## src/hw/rtl/pcbr_pkg.sv

```systemverilog
// Shared types and constants of the per-core bandwidth regulator.
`timescale 1ns / 1ps
`default_nettype none

package pcbr_pkg;

  localparam int unsigned CoreW    = 2;
  localparam int unsigned CountW   = 8;
  localparam int unsigned UsedW    = 32;
  localparam int unsigned BudgetW  = 24;
  localparam int unsigned PeriodW  = 32;
  localparam int unsigned MaskW    = 4;
  localparam int unsigned CfgIdxW  = 3;
  localparam int unsigned CfgDataW = 32;
  localparam int unsigned InDataW  = 16;
  localparam int unsigned OutDataW = 72;
  localparam int unsigned NumBudgetRegs = 4;

  localparam logic [BudgetW-1:0] BUDGET_RESET = BudgetW'(4096);
  localparam logic [PeriodW-1:0] PERIOD_RESET = PeriodW'(1000);
  localparam logic [UsedW-1:0]   USED_MAX     = {UsedW{1'b1}};

  // Request kinds carried in tuser.
  localparam logic FUNC_EVENT = 1'b0;
  localparam logic FUNC_TICK  = 1'b1;

  // Configuration register indexes.
  localparam logic [CfgIdxW-1:0] REG_BUDGET0 = 3'd0;
  localparam logic [CfgIdxW-1:0] REG_BUDGET1 = 3'd1;
  localparam logic [CfgIdxW-1:0] REG_BUDGET2 = 3'd2;
  localparam logic [CfgIdxW-1:0] REG_BUDGET3 = 3'd3;
  localparam logic [CfgIdxW-1:0] REG_MASTER  = 3'd4;
  localparam logic [CfgIdxW-1:0] REG_PERIOD  = 3'd5;

  // Period timer status seen by the update stage.
  typedef struct packed {
    logic               wrap;    // this tick closes the period
    logic [PeriodW-1:0] number;  // period count after this request
  } period_status_t;

endpackage : pcbr_pkg

`default_nettype wire

```

## src/hw/rtl/pcbr_ram.sv

```systemverilog
// Generic single-write, single-read RAM with a registered read port.
`timescale 1ns / 1ps
`default_nettype none

module pcbr_ram #(
  parameter int unsigned WIDTH = 33,
  parameter int unsigned DEPTH = 4
) (
  input  wire logic                                 clk_i,
  input  wire logic                                 we_i,
  input  wire logic [(DEPTH > 1 ? $clog2(DEPTH) : 1)-1:0] waddr_i,
  input  wire logic [WIDTH-1:0]                     wdata_i,
  input  wire logic                                 re_i,
  input  wire logic [(DEPTH > 1 ? $clog2(DEPTH) : 1)-1:0] raddr_i,
  output logic      [WIDTH-1:0]                     rdata_o
);

  logic [WIDTH-1:0] mem_q [DEPTH];

  always_ff @(posedge clk_i) begin
    if (we_i) begin
      mem_q[waddr_i] <= wdata_i;
    end
    if (re_i) begin
      rdata_o <= mem_q[raddr_i];
    end
  end

endmodule : pcbr_ram

`default_nettype wire

```

## src/hw/rtl/pcbr_period.sv

```systemverilog
// Period timer: tick counter and completed-period count.
`timescale 1ns / 1ps
`default_nettype none

module pcbr_period
  import pcbr_pkg::*;
(
  input  wire logic               clk_i,
  input  wire logic               rst_ni,
  input  wire logic               tick_i,   // pending request is a tick
  input  wire logic               adv_i,    // pending request commits
  input  wire logic [PeriodW-1:0] period_ticks_i,
  output period_status_t          status_o
);

  logic [PeriodW-1:0] tick_q, tick_d;
  logic [PeriodW-1:0] count_q, count_d;
  logic [PeriodW-1:0] limit;
  logic [PeriodW-1:0] tick_inc;

  always_comb begin
    limit    = (period_ticks_i == '0) ? PeriodW'(1) : period_ticks_i;
    tick_inc = tick_q + PeriodW'(1);
    status_o.wrap   = tick_i && (tick_inc >= limit);
    status_o.number = status_o.wrap ? count_q + PeriodW'(1) : count_q;
    tick_d  = tick_q;
    count_d = count_q;
    if (adv_i && tick_i) begin
      tick_d  = status_o.wrap ? '0 : tick_inc;
      count_d = status_o.number;
    end
  end

  always_ff @(posedge clk_i or negedge rst_ni) begin
    if (!rst_ni) begin
      tick_q  <= '0;
      count_q <= '0;
    end else begin
      tick_q  <= tick_d;
      count_q <= count_d;
    end
  end

endmodule : pcbr_period

`default_nettype wire

```

## src/hw/rtl/per_core_bandwidth_regulator.sv

```systemverilog
// Top level of the per-core memory bandwidth regulator.
`timescale 1ns / 1ps
`default_nettype none

// Usage:
//   Slave stream: one request per handshake. tuser selects a miss-event
//   report (0) or a time tick (1); tdata carries the core index and the
//   event count. Master stream: one result per request, carrying the
//   throttle mask, the one-time overflow flag, the new-period flag, the
//   period number and the reporting core's event count this period.
//   The RAM read is registered together with the request at the accepting
//   edge, and the read-modify-write then loads the output register.
//   Throughput: one request per cycle while the receiver takes results;
//   the rate is set by the single per-core counter RAM, with same-core
//   back-to-back updates forwarded from the last write.
//   Reset clears the pipeline, all per-core counters (by per-core valid
//   bits), the throttle flags, the tick counter and the period count, and
//   loads the budget registers with 4096. No clearing pass is needed.
//   When the receiver stalls, the result holds in the output register and
//   the update stage holds its request; tready drops until it drains.
//   Configuration is written through cfg_we_i/cfg_idx_i/cfg_wdata_i while
//   the block is idle.
module per_core_bandwidth_regulator
  import pcbr_pkg::*;
#(
  parameter int unsigned NUM_CORES = 4
) (
  input  wire logic                clk_i,
  input  wire logic                rst_ni,
  // request stream
  input  wire logic                s_axis_tvalid,
  output logic                     s_axis_tready,
  input  wire logic [InDataW-1:0]  s_axis_tdata,  // [1:0] core, [9:2] event_count
  input  wire logic                s_axis_tuser,  // [0] func
  // result stream
  output logic                     m_axis_tvalid,
  input  wire logic                m_axis_tready,
  // [3:0] thr_mask, [4] overflow, [5] period_start,
  // [37:6] period_number, [69:38] used_events
  output logic [OutDataW-1:0]      m_axis_tdata,
  // configuration write port
  input  wire logic                cfg_we_i,
  input  wire logic [CfgIdxW-1:0]  cfg_idx_i,
  input  wire logic [CfgDataW-1:0] cfg_wdata_i
);

  localparam int unsigned AW    = (NUM_CORES > 1) ? $clog2(NUM_CORES) : 1;
  localparam int unsigned EntryW = UsedW + 1;  // overflow mark above the counter

  // ---------------------------------------------------------------- config
  logic [BudgetW-1:0] budget_q [NumBudgetRegs];
  logic [CoreW-1:0]   master_q;
  logic [PeriodW-1:0] period_ticks_q;

  always_ff @(posedge clk_i or negedge rst_ni) begin
    if (!rst_ni) begin
      for (int i = 0; i < NumBudgetRegs; i++) begin
        budget_q[i] <= BUDGET_RESET;
      end
      master_q       <= '0;
      period_ticks_q <= PERIOD_RESET;
    end else if (cfg_we_i) begin
      unique case (cfg_idx_i)
        REG_BUDGET0: budget_q[0]    <= cfg_wdata_i[BudgetW-1:0];
        REG_BUDGET1: budget_q[1]    <= cfg_wdata_i[BudgetW-1:0];
        REG_BUDGET2: budget_q[2]    <= cfg_wdata_i[BudgetW-1:0];
        REG_BUDGET3: budget_q[3]    <= cfg_wdata_i[BudgetW-1:0];
        REG_MASTER:  master_q       <= cfg_wdata_i[CoreW-1:0];
        REG_PERIOD:  period_ticks_q <= cfg_wdata_i[PeriodW-1:0];
        default: ;  // unmapped index: drop the write
      endcase
    end
  end

  // ------------------------------------------------------------ handshakes
  logic s1_vld_q;
  logic s1_func_q;
  logic [CoreW-1:0]  s1_core_q;
  logic [CountW-1:0] s1_cnt_q;
  logic s1_adv;
  logic in_acc;

  // The update stage advances whenever the output register is free or drains.
  assign s1_adv        = s1_vld_q && (!m_axis_tvalid || m_axis_tready);
  assign s_axis_tready = !s1_vld_q || s1_adv;
  assign in_acc        = s_axis_tvalid && s_axis_tready;

  always_ff @(posedge clk_i or negedge rst_ni) begin
    if (!rst_ni) begin
      s1_vld_q <= 1'b0;
    end else if (s_axis_tready) begin
      s1_vld_q <= s_axis_tvalid;
    end
  end

  always_ff @(posedge clk_i) begin
    if (in_acc) begin
      s1_func_q <= s_axis_tuser;
      s1_core_q <= s_axis_tdata[CoreW-1:0];
      s1_cnt_q  <= s_axis_tdata[CoreW +: CountW];
    end
  end

  // ------------------------------------------------------- per-core RAM
  logic              ram_we;
  logic [EntryW-1:0] ram_wdata;
  logic [EntryW-1:0] ram_rdata;

  // Read on accept only, so the read data holds while the stage stalls.
  pcbr_ram #(
    .WIDTH (EntryW),
    .DEPTH (NUM_CORES)
  ) u_used_ram (
    .clk_i   (clk_i),
    .we_i    (ram_we),
    .waddr_i (AW'(s1_core_q)),
    .wdata_i (ram_wdata),
    .re_i    (in_acc),
    .raddr_i (AW'(s_axis_tdata[CoreW-1:0])),
    .rdata_o (ram_rdata)
  );

  // ---------------------------------------------------------- period timer
  period_status_t per_status;

  pcbr_period u_period (
    .clk_i          (clk_i),
    .rst_ni         (rst_ni),
    .tick_i         (s1_vld_q && (s1_func_q == FUNC_TICK)),
    .adv_i          (s1_adv),
    .period_ticks_i (period_ticks_q),
    .status_o       (per_status)
  );

  // --------------------------------------------------------- update stage
  logic [NUM_CORES-1:0] vld_q, vld_d;       // entry written this period
  logic [MaskW-1:0]     thr_q, thr_d;       // throttle flags, cores 0..3
  logic [BudgetW-1:0]   eff_q [NumBudgetRegs];
  logic                 wr_vld_q;           // last RAM write, for forwarding
  logic [CoreW-1:0]     wr_core_q;
  logic [EntryW-1:0]    wr_data_q;

  logic              is_event;
  logic              in_range;
  logic [EntryW-1:0] cur;
  logic [UsedW:0]    sum;
  logic [UsedW-1:0]  used_new;
  logic              hit;
  logic              ev_ovf;
  logic              is_master;
  logic [UsedW-1:0]  used_out;

  always_comb begin
    is_event  = (s1_func_q == FUNC_EVENT);
    in_range  = 32'(s1_core_q) < NUM_CORES;
    is_master = (s1_core_q == master_q);
    // Newest value of the entry: last write, RAM data, or cleared.
    if (wr_vld_q && (wr_core_q == s1_core_q)) begin
      cur = wr_data_q;
    end else if (in_range && vld_q[AW'(s1_core_q)]) begin
      cur = ram_rdata;
    end else begin
      cur = '0;
    end
    sum      = {1'b0, cur[UsedW-1:0]} + (UsedW + 1)'(s1_cnt_q);
    used_new = sum[UsedW] ? USED_MAX : sum[UsedW-1:0];
    hit      = !cur[UsedW] && (used_new >= UsedW'(eff_q[s1_core_q]));
    ev_ovf   = is_event && in_range && hit;
    used_out = (is_event && in_range) ? used_new : '0;
    ram_we    = s1_adv && is_event && in_range;
    ram_wdata = {cur[UsedW] | hit, used_new};

    vld_d = vld_q;
    thr_d = thr_q;
    if (per_status.wrap) begin
      vld_d = '0;
      thr_d = '0;
    end else if (is_event && in_range) begin
      vld_d[AW'(s1_core_q)] = 1'b1;
      if (ev_ovf && !is_master) begin
        thr_d[s1_core_q] = 1'b1;
      end
    end
  end

  always_ff @(posedge clk_i or negedge rst_ni) begin
    if (!rst_ni) begin
      vld_q    <= '0;
      thr_q    <= '0;
      wr_vld_q <= 1'b0;
      for (int i = 0; i < NumBudgetRegs; i++) begin
        eff_q[i] <= BUDGET_RESET;
      end
    end else if (s1_adv) begin
      vld_q <= vld_d;
      thr_q <= thr_d;
      if (per_status.wrap) begin
        wr_vld_q <= 1'b0;
        // Reload each budget whose register is nonzero.
        for (int i = 0; i < NumBudgetRegs; i++) begin
          if (budget_q[i] != '0) begin
            eff_q[i] <= budget_q[i];
          end
        end
      end else if (ram_we) begin
        wr_vld_q <= 1'b1;
      end
    end
  end

  always_ff @(posedge clk_i) begin
    if (ram_we) begin
      wr_core_q <= s1_core_q;
      wr_data_q <= ram_wdata;
    end
  end

  // ------------------------------------------------------ output register
  always_ff @(posedge clk_i or negedge rst_ni) begin
    if (!rst_ni) begin
      m_axis_tvalid <= 1'b0;
    end else if (s1_adv) begin
      m_axis_tvalid <= 1'b1;
    end else if (m_axis_tready) begin
      m_axis_tvalid <= 1'b0;
    end
  end

  always_ff @(posedge clk_i) begin
    if (s1_adv) begin
      m_axis_tdata <= {2'b00, used_out, per_status.number, per_status.wrap,
                       ev_ovf, thr_d};
    end
  end

  // ----------------------------------------------------------- assertions
  a_throttle_set: assert property (@(posedge clk_i) disable iff (!rst_ni)
    s1_adv && ev_ovf && !is_master |=> thr_q[$past(s1_core_q)])
    else $error("overflowing core not throttled");

  a_period_clear: assert property (@(posedge clk_i) disable iff (!rst_ni)
    s1_adv && per_status.wrap |=> (thr_q == '0) && (vld_q == '0) && !wr_vld_q)
    else $error("period start left per-core state set");

  a_ready_free: assert property (@(posedge clk_i) disable iff (!rst_ni)
    !m_axis_tvalid |-> s_axis_tready)
    else $error("request stalled with an empty output register");

  a_tick_no_ovf: assert property (@(posedge clk_i) disable iff (!rst_ni)
    s1_adv && !is_event |=> (m_axis_tdata[4] == 1'b0) && (m_axis_tdata[69:38] == '0))
    else $error("tick result carries event data");

endmodule : per_core_bandwidth_regulator

`default_nettype wire

```

## config.mk

```make
export PLATFORM = sky130hd
export DESIGN_NAME = per_core_bandwidth_regulator
export DESIGN_NICKNAME = d
export VERILOG_FILES = /design/src/hw/rtl/pcbr_pkg.sv /design/src/hw/rtl/pcbr_ram.sv /design/src/hw/rtl/pcbr_period.sv /design/src/hw/rtl/per_core_bandwidth_regulator.sv
export SDC_FILE = /design/constraint.sdc
export NUM_CORES = 1
export LEC_CHECK = 0
export ABC_CLOCK_PERIOD_IN_PS = 17100
export BUFFER_PORTS_ARGS = -buffer_cell sky130_fd_sc_hd__buf_2
export CAP_MARGIN = 20
export CORE_ASPECT_RATIO = 1.5
export CORE_MARGIN = 4
export CORE_UTILIZATION = 50
export DETAILED_ROUTE_END_ITERATION = 8
export GPL_TIMING_DRIVEN = 1
export PLACE_DENSITY = 0.67
export SYNTH_ARGS = -nofsm -noshare
export SYNTH_HDL_FRONTEND = slang
export SYNTH_SLANG_ARGS = --single-unit
```

## constraint.sdc

```tcl
create_clock -name clk_i -period 17.1 [get_ports clk_i]
set_clock_uncertainty 0.1 [all_clocks]
set_input_delay 4.275 -clock clk_i [delete_from_list [all_inputs] [get_ports clk_i]]
set_output_delay 4.275 -clock clk_i [all_outputs]
set_load 0.01 [all_outputs]
```

==> results.tsv <==
stage	metric	value	unit
status	status	complete, no violations	
place	GPL Wtd Cong	0.9061	
timing	max-slew violation count	0	
detailed_routing	DRT antenna net count	0	
cts	CTS max path bufs	3	
cts	post-cts sizing count	0	
setup_path	Worst Path Buf+Inv	2	
global_route	Congestion Overflow GR	0	
power_and_ir_drop	peak supply drop	0.08704	mV
final_layout	Layout area overhead	12.53	%
global_route	initial antenna violation count	0	
power_and_ir_drop	leak pwr	0.01231	uW
synthesis	Avg Cell Area, Syn	13.82	um^2
detailed_routing	vias per cell	5.799	
floorplanning	Starting Density	50.65	%
setup_path	CP max FO	3	
synthesis	Netlist cell types	78	
power_and_ir_drop	PD cells	117.7	mW/mm^2
setup_path	Worst path slowest cell	nand3b_1	
cts	CTS hold repair buffers	0	
job	max cap viols	0	
timing	setup TNS	0	ns
cts	Root Buffer	clkbuf_16	
setup_path	CP Data Arrival Time	4.73	ns
floorplanning	# rows	102	
cts	clock slew at reported path FFs	0.06	ns
synthesis	sequential-to-total area share from yosys stat	60.92	%
cts	CTS tree	built	
detailed_routing	drt total wl	59.84	mm
power_and_ir_drop	Power, Total	3475	uW
floorplanning	Chip Width	195.1	um
timing	Fmax	109.9	MHz
floorplanning	area of the die	0.05630	mm^2
setup_path	Critical Path Max Stage Delay	0.18	ns
final_layout	# nets final	2148	
detailed_routing	DRT iter0 DRCs	887	
synthesis	Cells after Synth	1899	
final_layout	n_diodes	0	
cts	CTS Buf Count	54	
synthesis	number of flops mapped to enable cells by yosys	281	
global_route	largest net degree at the start of global routing	136	
detailed_routing	router iterations before antenna repair	5	
detailed_routing	Met3 Wirelength	2.454	mm
final_layout	most common cell after layout, fill and taps aside	dfrtp_1	
synthesis	Yosys Warn Count	0	
place	IO buf count	122	
cts	worst-skew pair later-pin latency	0.58	ns
detailed_routing	met1 WL	23.84	mm
setup_path	critical path's most frequent cell	buf_2	
timing	RSZ-0062 raised after global routing	false	
detailed_routing	Top Metal Used	met4	
synthesis	FFs w/ async S/R, synth	51.72	%
floorplanning	core box area	0.05181	mm^2
global_route	gr usage total	21.15	%
timing	count of final hold-check violations	0	
detailed_routing	Vias	15890	
timing	Worst Tran Pin Value	1.046	ns
final_layout	layout cells sized above 1	27.02	%
place	Placed Instances	2644	
cts	Post-CTS Setup Inserts	0	
setup_path	Crit Path Class	input port to output port	
setup_path	Startpoint Class	input port	
timing	period utilization	53.22	%
min_path	Hold/Removal Path Class	flip-flop to flip-flop	
synthesis	Synth Flop Type	dfrtp_1	
setup_path	CP required	12.73	ns
setup_path	CP Cell Sequence	buf_2 > nand3b_1 > buf_2	
cts	H-tree depth	2	
detailed_routing	DRC	0	
final_layout	Layout Cells excl Fill	2741	
timing	Slew HR	30.19	%
synthesis	area of the mapped netlist	0.02625	mm^2
floorplanning	# IOs	131	
synthesis	synthesis-stage register bit count	582	
setup_path	CP top delay family	buffers and inverters	
floorplanning	Die Y	288.6	um
detailed_routing	Met2 Wirelength	31.28	mm
setup_path	Crit. End Element	output port	
global_route	vias in the first global route	16730	
final_layout	commonest non-fill, non-tap cells in the layout	dfrtp_1 (287), edfxtp_1 (281), mux2_2 (219)	
cts	clock sink count	582	
timing	Final Setup Violations	0	
detailed_routing	DR WL/cell	21.83	um
global_route	first-pass GRT wire length	94.50	mm
place	HPWL Detailed	41.11	mm
timing	Period minus WS final	9.100	ns
[kinds of logic after synthesis]
logic type	after synthesis	synth area share (%)
adder cells (fa/ha/maj)	67	3.223
flip-flops	582	60.92
AND/OR/NAND/NOR	466	8.934
other	1	0.01429
AO/OA/AOI/OAI	210	5.154
multiplexers	293	15.06
XOR/XNOR	123	4.248
buffers and inverters	157	2.446
[metrics by stage]
stage                     worst slack, ns  utilization (%)  hold WS (ns)  instance area (um^2)
after floorplan                     8.241                -        0.3507                 26250
after global placement              8.024            53.39        0.3639                 27660
after detailed placement            7.996            53.39        0.3744                 27660
after CTS                           7.993            57.00        0.3888                 29530
after global routing                7.942            57.00        0.4064                 29530
final                               8.000            57.00        0.3830                 29530
[synthesized netlist by cell type, drive strengths merged, types with 4 or more instances]
cell	n	area share, %
a21o	17	0.49
a21oi	55	1.1
a22o	9	0.30
a22oi	13	0.37
a31oi	7	0.17
a32o	8	0.31
and2	8	0.19
and3	28	0.67
and4	10	0.33
buf	25	0.56
clkbuf	60	0.86
dfrtp	287	27
dfstp	14	1.4
edfxtp	281	32
ha	66	3.1
inv	72	1.0
mux2	226	9.7
mux2i	9	0.39
mux4	58	5.0
nand2	163	2.3
nand2b	10	0.24
nand3	49	0.93
nand4	28	0.72
nor2	76	1.1
nor2b	10	0.24
nor3	25	0.48
nor4	40	1.1
o211ai	4	0.11
o21ai	61	1.2
o22ai	4	0.095
o311a	5	0.19
o31ai	9	0.28
xnor2	56	1.9
xor2	67	2.4
[where the power goes]
group	switching [uW]	internal (uW)	total [uW]	leakage, uW
combinational	282	198	479	0.00489
clock	511	753	1260	0.000907
sequential	91.2	1640	1730	0.00651
[routing by layer]
metal,global-route usage (%),vias up
li1,-,7245
met1,26.12,8121
met2,38.07,413
met3,2.953,115
met4,7.684,0
met5,0,-
[final timing paths]
kind | from | to | slack [ns] | cells past startpoint
min in group asynchronous | rst_ni | budget_q[28] | 3.70 | 1
setup reg to reg | s1_core_q[0] | m_axis_tdata[4] | 9.13 | 27
max in group asynchronous | rst_ni | u_period.count_q[16] | 11.04 | 3
setup / recovery | m_axis_tready | s_axis_tready | 8.00 | 3
hold reg to reg | eff_q[59] | eff_q[59] | 0.38 | 1
hold / removal | eff_q[59] | eff_q[59] | 0.38 | 1
[sequential cells by signal, summed over array words and instances (netlist names), 4 cells and up]
register	cells
period_ticks_q	32
thr_q	4
vld_q	4
wr_data_q	33
eff_q	96
u_period.tick_q	32
u_used_ram.rdata_o	33
m_axis_tdata	70
s1_cnt_q	8
budget_q	96
u_period.count_q	32
u_used_ram.mem_q	132
[final cells by class]
class                           instances  area [um^2]
Multi-Input combinational cell       1161         9704
Clock buffer                           75         1553
Timing Repair Buffer                  153        853.3
Tap cell                              676        845.8
Inverter                               72        270.3
Sequential cell                       582        15990
Clock inverter                         22        320.3
Fill cell                            4146        22280
Note: power is estimated with default switching activity, not from simulation.
